### src/sv/assert_macros.svh
// Assertion macros shared by the RTL of the ready table.
// Self-contained; each use expects clk and rst_n in scope.
`ifndef ASSERT_MACROS_SVH
`define ASSERT_MACROS_SVH

// Property checked on every clock edge outside reset
`define RMRT_ASSERT(label, prop, msg) \
  label: assert property (@(posedge clk) disable iff (!rst_n) (prop)) else $error(msg);

// Antecedent in one cycle implies consequent in the next
`define RMRT_ASSERT_NEXT(label, ante, cons, msg) \
  label: assert property (@(posedge clk) disable iff (!rst_n) (ante) |=> (cons)) else $error(msg);

`endif

### src/sv/rmrt_pkg.sv
// Shared types and constants for the rate-monotonic ready table.
// No dependencies.
package rmrt_pkg;

  localparam int PID_W       = 16;
  localparam int PERIOD_W    = 32;
  localparam int STAMP_W     = 32;
  localparam int OPC_W       = 3;
  localparam int STATUS_W    = 2;
  localparam int DEPTH_DEF   = 16;
  localparam int IN_DATA_W   = 48;
  localparam int OUT_DATA_W  = 56;

  // Opcodes
  localparam logic [OPC_W-1:0] OP_REGISTER = 3'd0;
  localparam logic [OPC_W-1:0] OP_SCHEDULE = 3'd1;
  localparam logic [OPC_W-1:0] OP_SWITCH   = 3'd2;
  localparam logic [OPC_W-1:0] OP_REQUEUE  = 3'd3;
  localparam logic [OPC_W-1:0] OP_REMOVE   = 3'd4;

  // Status codes
  localparam logic [STATUS_W-1:0] ST_OK       = 2'd0;
  localparam logic [STATUS_W-1:0] ST_FULL     = 2'd1;
  localparam logic [STATUS_W-1:0] ST_NOTFOUND = 2'd2;
  localparam logic [STATUS_W-1:0] ST_NOPREV   = 2'd3;

  // One table slot as stored in the slot RAM
  typedef struct packed {
    logic [PID_W-1:0]    pid;
    logic [PERIOD_W-1:0] period;
    logic [STAMP_W-1:0]  stamp;
  } rmrt_entry_t;

  localparam int ENTRY_W = PID_W + PERIOD_W + STAMP_W;

endpackage

### src/sv/rmrt_ram.sv
// Generic single-write, single-read RAM with registered read data.
// No dependencies.
module rmrt_ram #(
  parameter int WIDTH = 8,
  parameter int DEPTH = 16
) (
  input  logic                     clk,
  input  logic                     we,
  input  logic [$clog2(DEPTH)-1:0] waddr,
  input  logic [WIDTH-1:0]         wdata,
  input  logic                     re,
  input  logic [$clog2(DEPTH)-1:0] raddr,
  output logic [WIDTH-1:0]         rdata
);

  logic [WIDTH-1:0] mem [DEPTH];

  always_ff @(posedge clk) begin
    if (we) begin
      mem[waddr] <= wdata;
    end
    if (re) begin
      rdata <= mem[raddr];
    end
  end

endmodule

### src/sv/rate_monotonic_ready_table.sv
// Rate-monotonic ready table: one item per scan of all slots.
// Each item passes the SCAN, DRAIN and DONE states; a stalled output holds
// DONE. New items are taken only in IDLE. The slot RAM read port visits
// one slot per cycle and a single compare unit ranks it.
// Reset (rst_n low, synchronous) empties the table and restores the init task.
// Depends on rmrt_pkg, rmrt_ram and assert_macros.svh.
`include "assert_macros.svh"

module rate_monotonic_ready_table
  import rmrt_pkg::*;
#(
  parameter int TABLE_DEPTH = DEPTH_DEF
) (
  input  logic                  clk,
  input  logic                  rst_n,
  // configuration: init_pid
  input  logic                  cfg_we,
  input  logic [PID_W-1:0]      cfg_wdata,
  // input items
  input  logic                  in_tvalid,
  output logic                  in_tready,
  input  logic [IN_DATA_W-1:0]  in_tdata,   // [15:0] task_pid, [47:16] task_period
  input  logic [OPC_W-1:0]      in_tuser,   // [2:0] opcode
  // result items
  output logic                  out_tvalid,
  input  logic                  out_tready,
  output logic [OUT_DATA_W-1:0] out_tdata   // [1:0] status, [2] switched,
                                            // [18:3] run_pid, [50:19] run_period
);

  localparam int IDX_W = $clog2(TABLE_DEPTH);
  localparam logic [IDX_W-1:0] LAST_IDX = IDX_W'(TABLE_DEPTH - 1);

  localparam logic [1:0] S_IDLE  = 2'd0;
  localparam logic [1:0] S_SCAN  = 2'd1;
  localparam logic [1:0] S_DRAIN = 2'd2;
  localparam logic [1:0] S_DONE  = 2'd3;

  logic [1:0]             state_r;
  logic [IDX_W-1:0]       scan_cnt_r;
  logic                   rd_vld_r;
  logic [IDX_W-1:0]       rd_idx_r;

  logic [OPC_W-1:0]       op_r;
  logic [PID_W-1:0]       op_pid_r;
  logic [PERIOD_W-1:0]    op_period_r;

  logic                   best_found_r;
  logic [IDX_W-1:0]       best_idx_r;
  logic [PID_W-1:0]       best_pid_r;
  logic [PERIOD_W-1:0]    best_period_r;
  logic [STAMP_W-1:0]     best_stamp_r;
  logic                   free_found_r;
  logic [IDX_W-1:0]       free_idx_r;

  logic [TABLE_DEPTH-1:0] valid_r;
  logic [STAMP_W-1:0]     arrival_r;
  logic                   init_run_r;
  logic [PID_W-1:0]       run_pid_r;
  logic [PERIOD_W-1:0]    run_period_r;
  logic                   prev_vld_r;
  logic [PID_W-1:0]       prev_pid_r;
  logic [PERIOD_W-1:0]    prev_period_r;

  logic                   out_tvalid_r;
  logic [OUT_DATA_W-1:0]  out_tdata_r;

  // slot RAM
  rmrt_entry_t            rd_entry;
  rmrt_entry_t            wr_entry;
  logic                   ram_we;

  logic                   in_acc;
  logic                   done_go;

  assign in_tready = (state_r == S_IDLE);
  assign in_acc    = in_tvalid && in_tready;
  assign done_go   = (state_r == S_DONE) && (!out_tvalid_r || out_tready);

  rmrt_ram #(
    .WIDTH (ENTRY_W),
    .DEPTH (TABLE_DEPTH)
  ) u_slot_ram (
    .clk   (clk),
    .we    (ram_we),
    .waddr (free_idx_r),
    .wdata (wr_entry),
    .re    (state_r == S_SCAN),
    .raddr (scan_cnt_r),
    .rdata (rd_entry)
  );

  // Shared rank unit: does the slot just read beat the current best
  logic                cand_ok;
  logic                cand_ahead;
  logic [STAMP_W-1:0]  stamp_diff;

  always_comb begin
    stamp_diff = rd_entry.stamp - best_stamp_r;
    cand_ok    = rd_vld_r && valid_r[rd_idx_r] &&
                 ((op_r != OP_REMOVE) || (rd_entry.pid == op_pid_r));
    // equal stamps keep the lower index, which is already the best
    cand_ahead = (rd_entry.period < best_period_r) ||
                 ((rd_entry.period == best_period_r) && stamp_diff[STAMP_W-1]);
  end

  // Decision at the end of the scan
  logic                ins_req;
  logic                ins_ok;
  logic                take;
  logic                remove_ok;
  logic [STATUS_W-1:0] status;
  logic [PID_W-1:0]    run_pid_nxt;
  logic [PERIOD_W-1:0] run_period_nxt;

  always_comb begin
    ins_req   = (op_r == OP_REGISTER) || ((op_r == OP_REQUEUE) && prev_vld_r);
    ins_ok    = ins_req && free_found_r;
    take      = best_found_r &&
                (((op_r == OP_SCHEDULE) && (best_period_r <= run_period_r)) ||
                 (op_r == OP_SWITCH));
    remove_ok = (op_r == OP_REMOVE) && best_found_r;
    unique case (op_r)
      OP_REGISTER: status = free_found_r ? ST_OK : ST_FULL;
      OP_REQUEUE:  status = !prev_vld_r ? ST_NOPREV : (free_found_r ? ST_OK : ST_FULL);
      OP_REMOVE:   status = best_found_r ? ST_OK : ST_NOTFOUND;
      default:     status = ST_OK;
    endcase
    run_pid_nxt    = take ? best_pid_r : run_pid_r;
    run_period_nxt = take ? best_period_r : run_period_r;
    wr_entry.pid    = (op_r == OP_REQUEUE) ? prev_pid_r : op_pid_r;
    wr_entry.period = (op_r == OP_REQUEUE) ? prev_period_r : op_period_r;
    wr_entry.stamp  = arrival_r;
  end

  assign ram_we = done_go && ins_ok;

  // Sequencer, scan bookkeeping and scheduler state
  always_ff @(posedge clk) begin
    if (!rst_n) begin
      state_r       <= S_IDLE;
      rd_vld_r      <= 1'b0;
      valid_r       <= '0;
      arrival_r     <= '0;
      init_run_r    <= 1'b1;
      run_pid_r     <= '0;
      run_period_r  <= '1;
      prev_vld_r    <= 1'b0;
      prev_pid_r    <= '0;
      prev_period_r <= '0;
      out_tvalid_r  <= 1'b0;
    end else begin
      rd_vld_r <= (state_r == S_SCAN);
      rd_idx_r <= scan_cnt_r;

      // rank the slot read in the previous cycle
      if (cand_ok && (!best_found_r || cand_ahead)) begin
        best_found_r  <= 1'b1;
        best_idx_r    <= rd_idx_r;
        best_pid_r    <= rd_entry.pid;
        best_period_r <= rd_entry.period;
        best_stamp_r  <= rd_entry.stamp;
      end
      // lowest free slot
      if (rd_vld_r && !valid_r[rd_idx_r] && !free_found_r) begin
        free_found_r <= 1'b1;
        free_idx_r   <= rd_idx_r;
      end

      // result taken and no new one loaded this cycle
      if (out_tvalid_r && out_tready && !done_go) begin
        out_tvalid_r <= 1'b0;
      end

      if (cfg_we) begin
        if (init_run_r) begin
          run_pid_r <= cfg_wdata;
        end
      end

      unique case (state_r)
        S_IDLE: begin
          if (in_acc) begin
            op_r         <= in_tuser;
            op_pid_r     <= in_tdata[PID_W-1:0];
            op_period_r  <= in_tdata[PID_W +: PERIOD_W];
            scan_cnt_r   <= '0;
            best_found_r <= 1'b0;
            free_found_r <= 1'b0;
            state_r      <= S_SCAN;
          end
        end
        S_SCAN: begin
          scan_cnt_r <= scan_cnt_r + 1'b1;
          if (scan_cnt_r == LAST_IDX) begin
            state_r <= S_DRAIN;
          end
        end
        S_DRAIN: begin
          state_r <= S_DONE;
        end
        S_DONE: begin
          if (done_go) begin
            state_r <= S_IDLE;
            if (ins_ok) begin
              valid_r[free_idx_r] <= 1'b1;
              arrival_r           <= arrival_r + 1'b1;
              if (op_r == OP_REQUEUE) begin
                prev_vld_r <= 1'b0;
              end
            end
            if (take || remove_ok) begin
              valid_r[best_idx_r] <= 1'b0;
            end
            if (take) begin
              run_pid_r    <= best_pid_r;
              run_period_r <= best_period_r;
              init_run_r   <= 1'b0;
              if (op_r == OP_SCHEDULE) begin
                prev_vld_r    <= 1'b1;
                prev_pid_r    <= run_pid_r;
                prev_period_r <= run_period_r;
              end else begin
                prev_vld_r <= 1'b0;
              end
            end
            out_tvalid_r <= 1'b1;
            out_tdata_r  <= {{(OUT_DATA_W - STATUS_W - 1 - PID_W - PERIOD_W){1'b0}},
                             run_period_nxt, run_pid_nxt, take, status};
          end
        end
        default: state_r <= S_IDLE;
      endcase
    end
  end

  assign out_tvalid = out_tvalid_r;
  assign out_tdata  = out_tdata_r;

  // Checks
  `RMRT_ASSERT_NEXT(a_accept_starts_scan, in_acc, state_r == S_SCAN, "accept did not start a scan")
  `RMRT_ASSERT(a_write_free_slot, !ram_we || !valid_r[free_idx_r], "insert into an occupied slot")
  `RMRT_ASSERT_NEXT(a_stamp_advance, ram_we, arrival_r == $past(arrival_r) + 1'b1, "stamp not advanced")
  `RMRT_ASSERT_NEXT(a_result_after_done, done_go, out_tvalid_r && (state_r == S_IDLE), "result lost")

endmodule

### config.mk
export PLATFORM = sky130hd
export DESIGN_NAME = rate_monotonic_ready_table
export DESIGN_NICKNAME = d
export VERILOG_FILES = /design/src/sv/rmrt_pkg.sv /design/src/sv/rmrt_ram.sv /design/src/sv/rate_monotonic_ready_table.sv
export VERILOG_INCLUDE_DIRS = /design/src /design/src/sv
export SDC_FILE = /design/constraint.sdc
export NUM_CORES = 2
export LEC_CHECK = 0
export BUFFER_PORTS_ARGS = -buffer_cell sky130_fd_sc_hd__buf_2
export CAP_MARGIN = 20
export CORE_MARGIN = 2
export CORE_UTILIZATION = 45
export DETAILED_ROUTE_END_ITERATION = 8
export HOLD_SLACK_MARGIN = 0.02
export PLACE_DENSITY = 0.62
export SLEW_MARGIN = 20
export SYNTH_ARGS = -nofsm -noshare
export SYNTH_HDL_FRONTEND = slang
export SYNTH_SLANG_ARGS = --single-unit
export TNS_END_PERCENT = 10
### constraint.sdc
create_clock -name clk -period 10.6 [get_ports clk]
set_input_delay 2.12 -clock clk [delete_from_list [all_inputs] [get_ports clk]]
set_output_delay 2.12 -clock clk [all_outputs]
set_load 0.005 [all_outputs]
==> impl_results.md <==
* CTS tree: yes
* Post-Layout Cell Count at 5560
* First-pass GRT wire length at 217.5 mm
* # setup viols final at 0
* Vias per cell at 5.740
* Switching pwr at 0.003750 W
* Largest cells by area after synthesis: edfxtp_1 (70%), mux4_2 (14%), dfxtp_1 (4.5%)
* Main synth FF type: edfxtp_1
* Status: completed
* H-Tree Level Count at 4
* Rows at 141
* PnR worst setup slack at 5.954 ns
* Die Height at 388.8 um
* Postcts setup bufs at 0
* Worst-skew pair later-pin latency at between 0.7 and 0.8 ns
* Vias in the first global route at 32500
* Cell internal pwr at 0.01202 W
* All-Layer GR Usage at 19.61%
* Die area at ~150000 um2
* # hold bufs at CTS at 0
* TritonRoute pass-1 iters at 5
* Placed insts at 5240
* Worst path arrival time at ~5 ns
* Fin. max-slew vios at 0
* Gate count after technology mapping at roughly 3300
* Crit. End Element: flop
* Congestion Overflow GR at 0
* Reg clk slew, reported paths at ~0.06 ns
* Root Buffer: clkbuf_16
* Critical path class: in -> reg
* Avg Cell Area, Syn at roughly 20 um2
* Post-Route WL at 147.2 mm
* WL/cell at around 26 um
* Comb power frac at around 13%
* Worst min path class: reg -> reg
* Netlist cell types at 59
* Maximum vdd drop at 0.0001662 V
* Residual DRC at 0
* Setup TNS at 0 ns
* Final nets at between 3000 and 4000
* Final Hold Viols at 0
* Initial antenna violation count at 4
* P&R area growth vs syn at 12.85%
* Sw frac at 23.78%
* Tightest Pin Transition at roughly 1.1 ns
* Initial core utilization at 45.22%
* Synth area leader: edfxtp_1
* PD cells at 209.7 nW/um2
* Max cap viols at 0
* Die W at 388.8 um
* Largest net degree at the start of global routing at between 150 and 200
* Min Tclk post-route at between 4 and 5 ns
* Dpl ws at 5.090 ns
* Worst slew margin at 24.47%
* Crit-path max FO at 53
* Core Area at 147300 um2
* Sequential share of power at 49.4%
* Clock Sinks at 1710
* Yosys warning count at 0
* #FFs+latches synth at about 1700
* Total number of vias at 31910
* Synth top area share at 70.32%
* Io pins at 130
* DP HPWL at 83.98 mm
* Fraction of registers with async set/reset at 0%
* RSZ-0062 raised after global routing: no
* Iteration-0 DRC Markers at 2695
* CTS buffer count at 173
* Clk buf depth at 3
* # resized after CTS at 0
* Fin crit share at between 40% and 50%
* GPL Wtd Cong at 0.7943
* Peak Freq at around 0.22 GHz
* Post-synth EDFFs at between 1500 and 2000
* Clk_skew at between 0.03 and 0.04 ns
* WP data required at between 10 and 15 ns
* Clk network pwr share at 38.0%
* Seq/Total Area, Yosys at 74.83%
* Synthesized cell area at 66620 um2
* Port Buffers at 124
* Fraction of layout cells with a size suffix above 1 at between 20% and 30%
* Routed Antenna Nets at 0
* Static Leak at 23.58 nW
* Startpoint Class: primary input
## layer usage
layer	up-vias	part of all wire, %	GRT usage, %
li1	13800	-	-
met1	17010	45	28.43
met2	889	47	30.68
met3	212	5.9	3.458
met4	2	2.2	5.667
met5	-	0.010	0
## path summary, 6_finish.rpt
| kind | cells past startpoint | to | from | slack, ns |
|---|---|---|---|---|
| setup / recovery | 7 | u_slot_ram.mem[8][21]$_DFFE_PP_ | out_tready | 5.95 |
| hold / removal | 2 | prev_period_r[28]$_SDFFE_PN0P_ | prev_period_r[28]$_SDFFE_PN0P_ | 0.46 |
| setup reg to reg | 10 | out_tdata[26]$_DFFE_PP_ | run_period_r[31]$_SDFFE_PN1P_ | 6.33 |
| hold reg to reg | 2 | prev_period_r[28]$_SDFFE_PN0P_ | prev_period_r[28]$_SDFFE_PN0P_ | 0.46 |
## through the flow
step	total power, W	area [um2]	utilization, %	hold slack, ns
floorplan	0.009310	66630	-	0.4244
global placement	0.009954	69570	47.23	0.4386
detailed placement	0.009970	69630	47.26	0.4433
CTS	0.01593	75170	51.03	0.4566
global route	0.01632	75170	51.03	0.4694
finish	0.01577	75180	51.03	0.4553
## placed cells by master, fill, tap and decap left out, drive strengths merged, types with 7 or more instances in the layout
master / count
a21oi: 112
a311o: 32
and2: 9
and3: 19
and4: 7
buf: 181
bufinv: 15
clkbuf: 235
clkinv: 55
clkinvlp: 7
dfxtp: 150
edfxtp: 1560
ha: 100
inv: 117
mux2: 65
mux2i: 95
mux4: 405
nand2: 145
nand2b: 13
nand3: 29
nand4: 27
nor2: 66
nor3: 37
nor4: 9
o21ai: 35
or3: 7
xnor2: 14
xor2: 31
## power groups by stage
stage,clock [W],combinational [W],sequential (W)
after global routing,0.00636,0.00215,0.00780
final,0.00598,0.00199,0.00779
after CTS,0.00610,0.00204,0.00779
after floorplan,0,0.00142,0.00789
after global placement,0,0.00202,0.00793
after detailed placement,0,0.00204,0.00793
## Yosys cell counts (all sizes together) (9+ instances only)
cell type  instances
a311o             32
mux4             405
nand3             29
nor2              66
and3              19
ha               100
inv              111
nand2            145
o21ai             35
nor4               9
a21oi            112
nor3              37
buf               70
dfxtp            150
mux2              65
clkbuf            87
mux2i             95
xnor2             14
and2               9
nand2b            13
xor2              31
edfxtp          1560
nand4             27
## sequential cells by signal (all words and copies together), names as in the netlist, 32 cells and up
register,cells
u_slot_ram.mem,1280
best_period_r,32
out_tdata,51
arrival_r,32
prev_period_r,32
best_stamp_r,32
u_slot_ram.rdata,80
run_period_r,32
op_period_r,32
## logic make-up (layout without fill, tap and decap cells)
family	count (synthesis)	after routing	share of synthesized area (%)
AO/OA/AOI/OAI	214	214	2.013
other	1	7	0.005629
AND/OR/NAND/NOR	379	379	2.750
XOR/XNOR	45	45	0.5917
adder cells (fa/ha/maj)	100	100	1.878
flip-flops	1710	1710	74.83
buffers and inverters	268	610	1.713
multiplexers	565	565	16.22
## final cells by class
type / count / area, um2
clock buffers: 235 / 4718
flip-flops and latches: 1710 / 49850
multi-input cells: 1308 / 15810
inverters: 111 / 419.2
diodes: 2 / 5.005
fillers: 11620 / 72130
well taps: 1930 / 2415
clock inverters: 83 / 822.0
repair buffers: 181 / 1141
## critical path, stage by stage
cell,delay [ns]
buf_2,0.10
nand2b_1,0.17
o2111ai_1,0.13
buf_4,0.19
or3_1,0.46
nor2_4,0.84
buf_4,0.94
Note: power is estimated with default switching activity, not from simulation.
